===== src/rtl/mcadc_pkg.sv =====
// Shared constants, codes and types for the multichannel ADC decimator.
// Used by the interfaces, the datapath modules, the top level and the checker.
`default_nettype none

package mcadc_pkg;

	// Scan geometry: channels per round, rounds per frame.
	localparam int CHANNELS   = 11;
	localparam int DECIMATION = 16;

	// Field widths.
	localparam int SAMPLE_W = 12;
	localparam int GAIN_W   = 18;
	localparam int CHAN_W   = 4;
	localparam int KIND_W   = 2;
	localparam int SCALED_W = 18;
	localparam int GAIN_Q   = 12;

	// Derived counter and accumulator widths.
	localparam int CH_CNT_W  = (CHANNELS > 1) ? $clog2(CHANNELS) : 1;
	localparam int RND_W     = (DECIMATION > 1) ? $clog2(DECIMATION) : 1;
	localparam int SUM_W     = $clog2(4095 * DECIMATION + 1);
	localparam int PROD_W    = SAMPLE_W + GAIN_W;
	localparam int SHIFTED_W = PROD_W - GAIN_Q;

	localparam logic [SCALED_W-1:0] SCALED_MAX = {SCALED_W{1'b1}};

	// Channel classes.
	localparam int VOLT_CHANNELS = 4;
	localparam int CURR_END      = 7;

	// Configuration registers.
	localparam int CFG_IDX_W = 1;
	localparam logic [CFG_IDX_W-1:0] REG_VOLTAGE_GAIN = 1'b0;
	localparam logic [CFG_IDX_W-1:0] REG_CURRENT_GAIN = 1'b1;

	localparam logic [GAIN_W-1:0] VOLTAGE_GAIN_RST = 18'd56925;
	localparam logic [GAIN_W-1:0] CURRENT_GAIN_RST = 18'd165000;

	typedef enum logic [KIND_W-1:0] {
		KIND_VOLTAGE = 2'd0,
		KIND_CURRENT = 2'd1,
		KIND_RAW     = 2'd2
	} kind_t;

	// Completed frame average on its way to the scaler.
	typedef struct packed {
		logic [CHAN_W-1:0]   channel;
		logic [SAMPLE_W-1:0] average;
		kind_t               kind;
		logic                frame_last;
	} stage_t;

endpackage

`default_nettype wire


===== src/rtl/mcadc_sample_if.sv =====
// Sample stream channel: valid/ready handshake with one raw ADC word.
// Depends on mcadc_pkg for the sample width.
`default_nettype none

interface mcadc_sample_if;
	logic                          valid;
	logic                          ready;
	logic [mcadc_pkg::SAMPLE_W-1:0] sample;

	modport source (output valid, output sample, input ready);
	modport sink   (input valid, input sample, output ready);
endinterface

`default_nettype wire


===== src/rtl/mcadc_result_if.sv =====
// Result stream channel: valid/ready handshake with one frame average word.
// Depends on mcadc_pkg for the field widths.
`default_nettype none

interface mcadc_result_if;
	logic                          valid;
	logic                          ready;
	logic [mcadc_pkg::CHAN_W-1:0]   channel;
	logic [mcadc_pkg::SAMPLE_W-1:0] average;
	logic [mcadc_pkg::KIND_W-1:0]   kind;
	logic [mcadc_pkg::SCALED_W-1:0] scaled;
	logic                          frame_last;

	modport source (output valid, output channel, output average, output kind,
		output scaled, output frame_last, input ready);
	modport sink   (input valid, input channel, input average, input kind,
		input scaled, input frame_last, output ready);
endinterface

`default_nettype wire


===== src/rtl/mcadc_accum.sv =====
// Per-channel accumulators, scan counters and the first pipeline register.
// Depends on mcadc_pkg.
`default_nettype none

module mcadc_accum (
	input  wire logic                           clk,
	input  wire logic                           arst_n,
	input  wire logic                           in_valid,
	input  wire logic [mcadc_pkg::SAMPLE_W-1:0] sample,
	output logic                                in_ready,
	input  wire logic                           take,
	output logic                                stage_valid,
	output mcadc_pkg::stage_t                   stage
);
	logic [mcadc_pkg::SUM_W-1:0]    sums_q [mcadc_pkg::CHANNELS];
	logic [mcadc_pkg::CH_CNT_W-1:0] ch_q;
	logic [mcadc_pkg::RND_W-1:0]    round_q;
	logic                           valid_s1;
	mcadc_pkg::stage_t              data_s1;

	logic                           accept;
	logic                           final_round;
	logic                           last_ch;
	logic [mcadc_pkg::SUM_W-1:0]    sum_new;
	mcadc_pkg::kind_t               kind;

	assign in_ready    = !valid_s1 || take;
	assign accept      = in_valid && in_ready;
	assign final_round = (round_q == mcadc_pkg::RND_W'(mcadc_pkg::DECIMATION - 1));
	assign last_ch     = (ch_q == mcadc_pkg::CH_CNT_W'(mcadc_pkg::CHANNELS - 1));
	assign sum_new     = sums_q[ch_q] + mcadc_pkg::SUM_W'(sample);

	always_comb begin
		if (ch_q < mcadc_pkg::CH_CNT_W'(mcadc_pkg::VOLT_CHANNELS)) begin
			kind = mcadc_pkg::KIND_VOLTAGE;
		end else if (ch_q < mcadc_pkg::CH_CNT_W'(mcadc_pkg::CURR_END)) begin
			kind = mcadc_pkg::KIND_CURRENT;
		end else begin
			kind = mcadc_pkg::KIND_RAW;
		end
	end

	always_ff @(posedge clk or negedge arst_n) begin
		if (!arst_n) begin
			for (int i = 0; i < mcadc_pkg::CHANNELS; i++) begin
				sums_q[i] <= '0;
			end
			ch_q     <= '0;
			round_q  <= '0;
			valid_s1 <= 1'b0;
		end else if (accept) begin
			// Clear the sum once its frame completes.
			sums_q[ch_q] <= final_round ? '0 : sum_new;
			valid_s1     <= final_round;
			if (last_ch) begin
				ch_q    <= '0;
				round_q <= final_round ? '0 : round_q + 1'b1;
			end else begin
				ch_q <= ch_q + 1'b1;
			end
		end else if (take) begin
			valid_s1 <= 1'b0;
		end
	end

	always_ff @(posedge clk) begin
		if (accept && final_round) begin
			data_s1.channel    <= mcadc_pkg::CHAN_W'(ch_q);
			data_s1.average    <= mcadc_pkg::SAMPLE_W'(sum_new / mcadc_pkg::DECIMATION);
			data_s1.kind       <= kind;
			data_s1.frame_last <= last_ch;
		end
	end

	assign stage_valid = valid_s1;
	assign stage       = data_s1;
endmodule

`default_nettype wire


===== src/rtl/mcadc_scale.sv =====
// Gain multiply, Q12 shift, clamp and the result register.
// Depends on mcadc_pkg.
`default_nettype none

module mcadc_scale (
	input  wire logic                           clk,
	input  wire logic                           arst_n,
	input  wire logic                           stage_valid,
	input  wire mcadc_pkg::stage_t              stage,
	output logic                                take,
	input  wire logic [mcadc_pkg::GAIN_W-1:0]   voltage_gain,
	input  wire logic [mcadc_pkg::GAIN_W-1:0]   current_gain,
	input  wire logic                           out_ready,
	output logic                                out_valid,
	output mcadc_pkg::stage_t                   out_data,
	output logic [mcadc_pkg::SCALED_W-1:0]      scaled
);
	logic                            valid_q;
	mcadc_pkg::stage_t               data_q;
	logic [mcadc_pkg::SCALED_W-1:0]  scaled_q;

	logic [mcadc_pkg::GAIN_W-1:0]    gain;
	logic [mcadc_pkg::PROD_W-1:0]    prod;
	logic [mcadc_pkg::SHIFTED_W-1:0] shifted;
	logic [mcadc_pkg::SCALED_W-1:0]  scaled_d;

	assign take = !valid_q || out_ready;

	always_comb begin
		gain = (stage.kind == mcadc_pkg::KIND_VOLTAGE) ? voltage_gain : current_gain;
		prod    = mcadc_pkg::PROD_W'(stage.average) * mcadc_pkg::PROD_W'(gain);
		shifted = prod[mcadc_pkg::PROD_W-1:mcadc_pkg::GAIN_Q];
		if (stage.kind == mcadc_pkg::KIND_RAW) begin
			scaled_d = mcadc_pkg::SCALED_W'(stage.average);
		end else if (shifted > mcadc_pkg::SHIFTED_W'(mcadc_pkg::SCALED_MAX)) begin
			scaled_d = mcadc_pkg::SCALED_MAX;
		end else begin
			scaled_d = shifted[mcadc_pkg::SCALED_W-1:0];
		end
	end

	always_ff @(posedge clk or negedge arst_n) begin
		if (!arst_n) begin
			valid_q <= 1'b0;
		end else if (take) begin
			valid_q <= stage_valid;
		end
	end

	always_ff @(posedge clk) begin
		if (take && stage_valid) begin
			data_q   <= stage;
			scaled_q <= scaled_d;
		end
	end

	assign out_valid = valid_q;
	assign out_data  = data_q;
	assign scaled    = scaled_q;
endmodule

`default_nettype wire


===== src/rtl/multichannel_adc_decimate_convert_top.sv =====
// A final-round result word passes the stage register, then the output register.
// Throughput: one sample word per cycle unless stalled; non-final rounds yield no word.
// Rate is set by the single accumulate add per sample and one gain multiply per result.
// Reset (arst_n low, asynchronous) clears sums, scan counters and valid flags,
// and loads the gain registers with their default values.
// Depends on mcadc_pkg, mcadc_sample_if, mcadc_result_if, mcadc_accum, mcadc_scale.
`default_nettype none

module multichannel_adc_decimate_convert_top (
	input  wire logic                            clk,
	input  wire logic                            arst_n,
	mcadc_sample_if.sink                         samples,
	mcadc_result_if.source                       results,
	input  wire logic                            wr_en,
	input  wire logic [mcadc_pkg::CFG_IDX_W-1:0] wr_index,
	input  wire logic [mcadc_pkg::GAIN_W-1:0]    wr_data
);
	// Gain registers; the user must write them only with the pipeline empty (unenforced).
	logic [mcadc_pkg::GAIN_W-1:0] voltage_gain_q;
	logic [mcadc_pkg::GAIN_W-1:0] current_gain_q;

	logic              stage_valid;
	mcadc_pkg::stage_t stage;
	logic              take;
	mcadc_pkg::stage_t out_data;

	always_ff @(posedge clk or negedge arst_n) begin
		if (!arst_n) begin
			voltage_gain_q <= mcadc_pkg::VOLTAGE_GAIN_RST;
			current_gain_q <= mcadc_pkg::CURRENT_GAIN_RST;
		end else if (wr_en) begin
			unique case (wr_index)
				mcadc_pkg::REG_VOLTAGE_GAIN: voltage_gain_q <= wr_data;
				mcadc_pkg::REG_CURRENT_GAIN: current_gain_q <= wr_data;
				default: ;
			endcase
		end
	end

	// Stage 1: accumulate the sample into its channel's sum; on the final
	// round, capture the truncated average and the channel class.
	mcadc_accum u_accum (
		.clk         (clk),
		.arst_n      (arst_n),
		.in_valid    (samples.valid),
		.sample      (samples.sample),
		.in_ready    (samples.ready),
		.take        (take),
		.stage_valid (stage_valid),
		.stage       (stage)
	);

	// Stage 2: apply the class gain and hold the word in the output register.
	// Stage 1 advances whenever the output register is empty or being drained.
	mcadc_scale u_scale (
		.clk          (clk),
		.arst_n       (arst_n),
		.stage_valid  (stage_valid),
		.stage        (stage),
		.take         (take),
		.voltage_gain (voltage_gain_q),
		.current_gain (current_gain_q),
		.out_ready    (results.ready),
		.out_valid    (results.valid),
		.out_data     (out_data),
		.scaled       (results.scaled)
	);

	assign results.channel    = out_data.channel;
	assign results.average    = out_data.average;
	assign results.kind       = out_data.kind;
	assign results.frame_last = out_data.frame_last;
endmodule

`default_nettype wire


===== src/flat_wrapper.sv =====
// flat-port wrapper written by rule: the top's interface ports become plain ports
module multichannel_adc_decimate_convert_top_flat 
  (clk, arst_n, wr_en, wr_index, wr_data, samples_valid, samples_sample, samples_ready, results_valid, results_channel, results_average, results_kind, results_scaled, results_frame_last, results_ready);
  mcadc_sample_if samples_i ();
  mcadc_result_if results_i ();
  input  wire logic clk;
  input  wire logic arst_n;
  input  wire logic wr_en;
  input  wire logic [mcadc_pkg::CFG_IDX_W-1:0] wr_index;
  input  wire logic [mcadc_pkg::GAIN_W-1:0] wr_data;
  input wire logic [$bits(samples_i.valid)-1:0] samples_valid;
  input wire logic [$bits(samples_i.sample)-1:0] samples_sample;
  output wire logic [$bits(samples_i.ready)-1:0] samples_ready;
  output wire logic [$bits(results_i.valid)-1:0] results_valid;
  output wire logic [$bits(results_i.channel)-1:0] results_channel;
  output wire logic [$bits(results_i.average)-1:0] results_average;
  output wire logic [$bits(results_i.kind)-1:0] results_kind;
  output wire logic [$bits(results_i.scaled)-1:0] results_scaled;
  output wire logic [$bits(results_i.frame_last)-1:0] results_frame_last;
  input wire logic [$bits(results_i.ready)-1:0] results_ready;
  assign samples_i.valid = samples_valid;
  assign samples_i.sample = samples_sample;
  assign samples_ready = samples_i.ready;
  assign results_valid = results_i.valid;
  assign results_channel = results_i.channel;
  assign results_average = results_i.average;
  assign results_kind = results_i.kind;
  assign results_scaled = results_i.scaled;
  assign results_frame_last = results_i.frame_last;
  assign results_i.ready = results_ready;
  multichannel_adc_decimate_convert_top u_core (.clk(clk), .arst_n(arst_n), .samples(samples_i), .results(results_i), .wr_en(wr_en), .wr_index(wr_index), .wr_data(wr_data));
endmodule

===== config.mk =====
export PLATFORM = sky130hd
export DESIGN_NAME = multichannel_adc_decimate_convert_top_flat
export DESIGN_NICKNAME = d
export VERILOG_FILES = /design/src/rtl/mcadc_pkg.sv /design/src/rtl/mcadc_sample_if.sv /design/src/rtl/mcadc_result_if.sv /design/src/rtl/mcadc_accum.sv /design/src/rtl/mcadc_scale.sv /design/src/rtl/multichannel_adc_decimate_convert_top.sv /design/src/flat_wrapper.sv
export SDC_FILE = /design/constraint.sdc
export NUM_CORES = 1
export LEC_CHECK = 0
export ABC_AREA = 1
export BUFFER_PORTS_ARGS = -buffer_cell sky130_fd_sc_hd__clkbuf_2
export CORE_MARGIN = 10
export CORE_UTILIZATION = 60
export DETAILED_ROUTE_END_ITERATION = 8
export PLACE_DENSITY_LB_ADDON = 0.15
export SETUP_SLACK_MARGIN = 0.4
export SYNTH_ARGS = -nofsm -noshare
export SYNTH_HDL_FRONTEND = slang
export SYNTH_SLANG_ARGS = --single-unit

===== constraint.sdc =====
create_clock -name clk -period 10.4 [get_ports clk]
set_input_delay 2.08 -clock clk [delete_from_list [all_inputs] [get_ports clk]]
set_output_delay 2.08 -clock clk [all_outputs]
set_load 0.05 [all_outputs]

==> metrics <==
Max Freq=0.147 GHz; die height=between 150 and 200 µm; Crit Path Class=reg -> reg; Starting Density=0.609; ys async rst share=0.799; vias after detailed routing=15,900; Mapped Nets=roughly 2,600; Worst-Skew Late Latency=between 0.5 and 0.6 ns; Area after DPL=approximately 20,000 µm²; min Tclk post-route=6.82 ns; port buffer count=74; EDFF count, synth=56; Post-synth top flop=dfrtp_1; crit path max fanout=18; CP Launch Type=flip-flop; Seq cells post-synth=approximately 280; WP buf/inv=4; critical path required time=between 10 and 15 ns; wire length per cell=between 15 and 20 µm; average size of a mapped cell=roughly 8.4 µm²; GRT Resource Usage Total=0.281; Yosys top cell area share=0.268; Post-Syn Instances=between 2,000 and 2,500; CP peak stage delay=around 0.8 ns; Crit-path slowest cell=nor2_1; Slew headroom=0.146; worst slew pin tran=between 1 and 1.5 ns; Peak supply drop=~210 µV; clock buffer depth=3; # nets final=~2,600; area leader, netlist=dfrtp_1; # hold bufs at CTS=0; synthesis warning total=0; setup bufs post-CTS=0; critical path's most frequent cell=nand2_1; Rows=between 60 and 70; critical path's top delay family=adder cells; clock root buffer=clkbuf_16; Placeable Area=~32,000 µm²; r2r setup slk=around 3.6 ns; Routed Wire Length=roughly 54 mm; Synth Cell Area=19,200 µm²; die width=between 150 and 200 µm; share of cells above drive strength 1=0.0856; setup_tns=0 ns; Routed Antenna Nets=0; first-pass GRT wire length=around 88 mm; max cap viols=0; largest net degree at the start of global routing=between 80 and 90; Worst setup EP type=flip-flop; DRT Pass-1 Iters=6; CTS Buf Count=30; final period utilization=0.656; Final Instance Area=20,900 µm²; Top Ports=between 70 and 80; clock slew at reported path FFs=0.06 ns; routability cong.=around 0.93; die area=slightly below 40,000 µm²; Slew Limit Fails=0; # setup viols final=0; # fillers=between 2,000 and 3,000; final hold slack=roughly 0.42 ns; post-synth cell types=46; Synth area leaders=dfrtp_1 27%, fa_1 17%, nand2_1 12%; Sink Count=between 200 and 300; Power Total=roughly 0.0064 W; RSZ-0062 raised after global routing=false; drt via density=roughly 5.8; hpwl dp=~38 mm; Worst Path Arrival=7.11 ns; Area Growth Syn to Fin=8.79%; leakage power=between 10 and 15 nW; vias in the first global route=16,400; initial antenna violation count=0; residual DRC count=0; run status=completed; ant diodes=0; critical path cell sequence=nor2_1 > o21ai_0 > inv_1 > nand2_1 > fa_1 > inv_1 > fa_1 > fa_1 > fa_1 > inv_1 > fa_1 > inv_1 > ha_1 > nand2_1 > nor2_1 > nand2_1 > o21ai_0 > nand2_1 > nand2_1 > nand2_1 > nand3_1 > o21ai_0; Fin. Hold Viols=0; power density over the cells=between 300 and 400 nW/µm²; htree depth=1; initial DRC count=1,279; Min-Delay Path Class=reg -> reg; GRT overflow=0; Resize count post-CTS=0; clock skew=roughly 0.009 ns; post-synthesis sequential area ratio=0.378; CTS tree=built
-- registers in the layout, indices dropped and copies added (netlist names), 4 cells and up --
| name | cells |
|---|---|
| u_core.u_accum.sums_q | 176 |
| u_core.u_accum.stage | 19 |
| u_core.u_scale.out_data | 19 |
| u_core.current_gain_q | 18 |
| u_core.u_scale.scaled | 18 |
| u_core.voltage_gain_q | 18 |
| u_core.u_accum.ch_q | 4 |
| u_core.u_accum.round_q | 4 |
-- per-stage QoR --
stage	setup WS, ns	utilization	std cells
after floorplan	4.71	-	2286
after global placement	3.72	0.629	2683
after detailed placement	3.59	0.629	2683
after CTS	3.56	0.662	2739
after global routing	2.96	0.662	2739
final	3.58	0.662	2739
-- cell usage after synthesis, types with 4 or more instances --
master	n
o21ai_1	7
nand3b_1	4
dfrtp_1	206
nand4_1	32
a31oi_1	6
buf_1	7
a22o_1	6
o21ai_0	206
a21o_1	9
inv_1	337
inv_2	8
clkbuf_1	71
nor3_1	7
o22ai_1	16
edfxtp_1	56
nor2_1	132
a21boi_0	4
a22oi_1	34
buf_2	13
xnor2_1	7
nand2_1	638
clkinv_1	14
a21oi_1	53
dfstp_2	16
a221o_1	5
ha_1	77
xor2_1	7
buf_4	5
nand3_1	89
fa_1	160
o21a_1	4
or2_2	18
o21bai_1	5
nor2_2	4
-- power by group --
group	total, W	leakage [nW]	internal (W)	switching [W]
Combinational	0.00365	6.73	0.00120	0.00245
Clock	0.00112	0.531	0.000672	0.000445
Sequential	0.00167	3.30	0.00150	0.000169
-- metal layers --
metal  GRT usage  vias to the layer above  wire length [µm]
li1            -                     7286                 -
met1       0.338                     7718             20500
met2       0.486                      704             26800
met3      0.0370                      172              3860
met4       0.144                        0              2820
met5           0                        -                 0
-- cells in the final DEF, fill, tap and decap left out, types with 8 or more instances in the layout --
master | Yosys | layout
a21oi_1 | 53 | 52
o22ai_1 | 16 | 16
nor2_1 | 132 | 131
ha_1 | 77 | 77
clkbuf_16 | 0 | 32
inv_2 | 8 | 8
inv_1 | 337 | 337
buf_4 | 5 | 17
nand2_1 | 638 | 638
o21ai_0 | 206 | 206
clkbuf_8 | 0 | 9
nand3_1 | 89 | 88
dfrtp_1 | 206 | 206
dfstp_2 | 16 | 16
a21o_1 | 9 | 9
clkinv_1 | 14 | 14
clkbuf_2 | 0 | 73
edfxtp_1 | 56 | 56
nand4_1 | 32 | 32
or2_2 | 18 | 18
a22oi_1 | 34 | 34
fa_1 | 160 | 160
-- layout make-up --
class,instances,area (µm²),area share
multi-input combinational,1553,10200,0.489
sequential,278,7260,0.347
timing repair buffer,91,508,0.0243
inverter,359,1350,0.0645
clock inverter,12,119,0.00569
tap,402,503,0.0241
clock buffer,44,936,0.0448
-- path summary, 6_finish.rpt --
path,start,cells after the start,end
max,u_core.u_accum.stage[1],22,u_core.u_scale.scaled[5]
min,u_core.u_accum.stage[18],0,u_core.u_scale.out_data[18]
max reg2reg,u_core.u_accum.stage[1],22,u_core.u_scale.scaled[5]
min reg2reg,u_core.u_accum.stage[18],0,u_core.u_scale.out_data[18]
max in group asynchronous,arst_n,2,u_core.current_gain_q[4]
min in group asynchronous,arst_n,1,u_core.u_accum.sums_q[81]
-- logic make-up after synthesis --
logic type               Yosys count  share of synthesized area
AND/OR/NAND/NOR                  937                      0.200
adder cells (fa/ha/maj)          237                      0.217
XOR/XNOR                          14                    0.00638
flip-flops                       278                      0.378
buffers and inverters            455                     0.0907
AO/OA/AOI/OAI                    365                      0.108
Note: power is estimated with default switching activity, not from simulation.
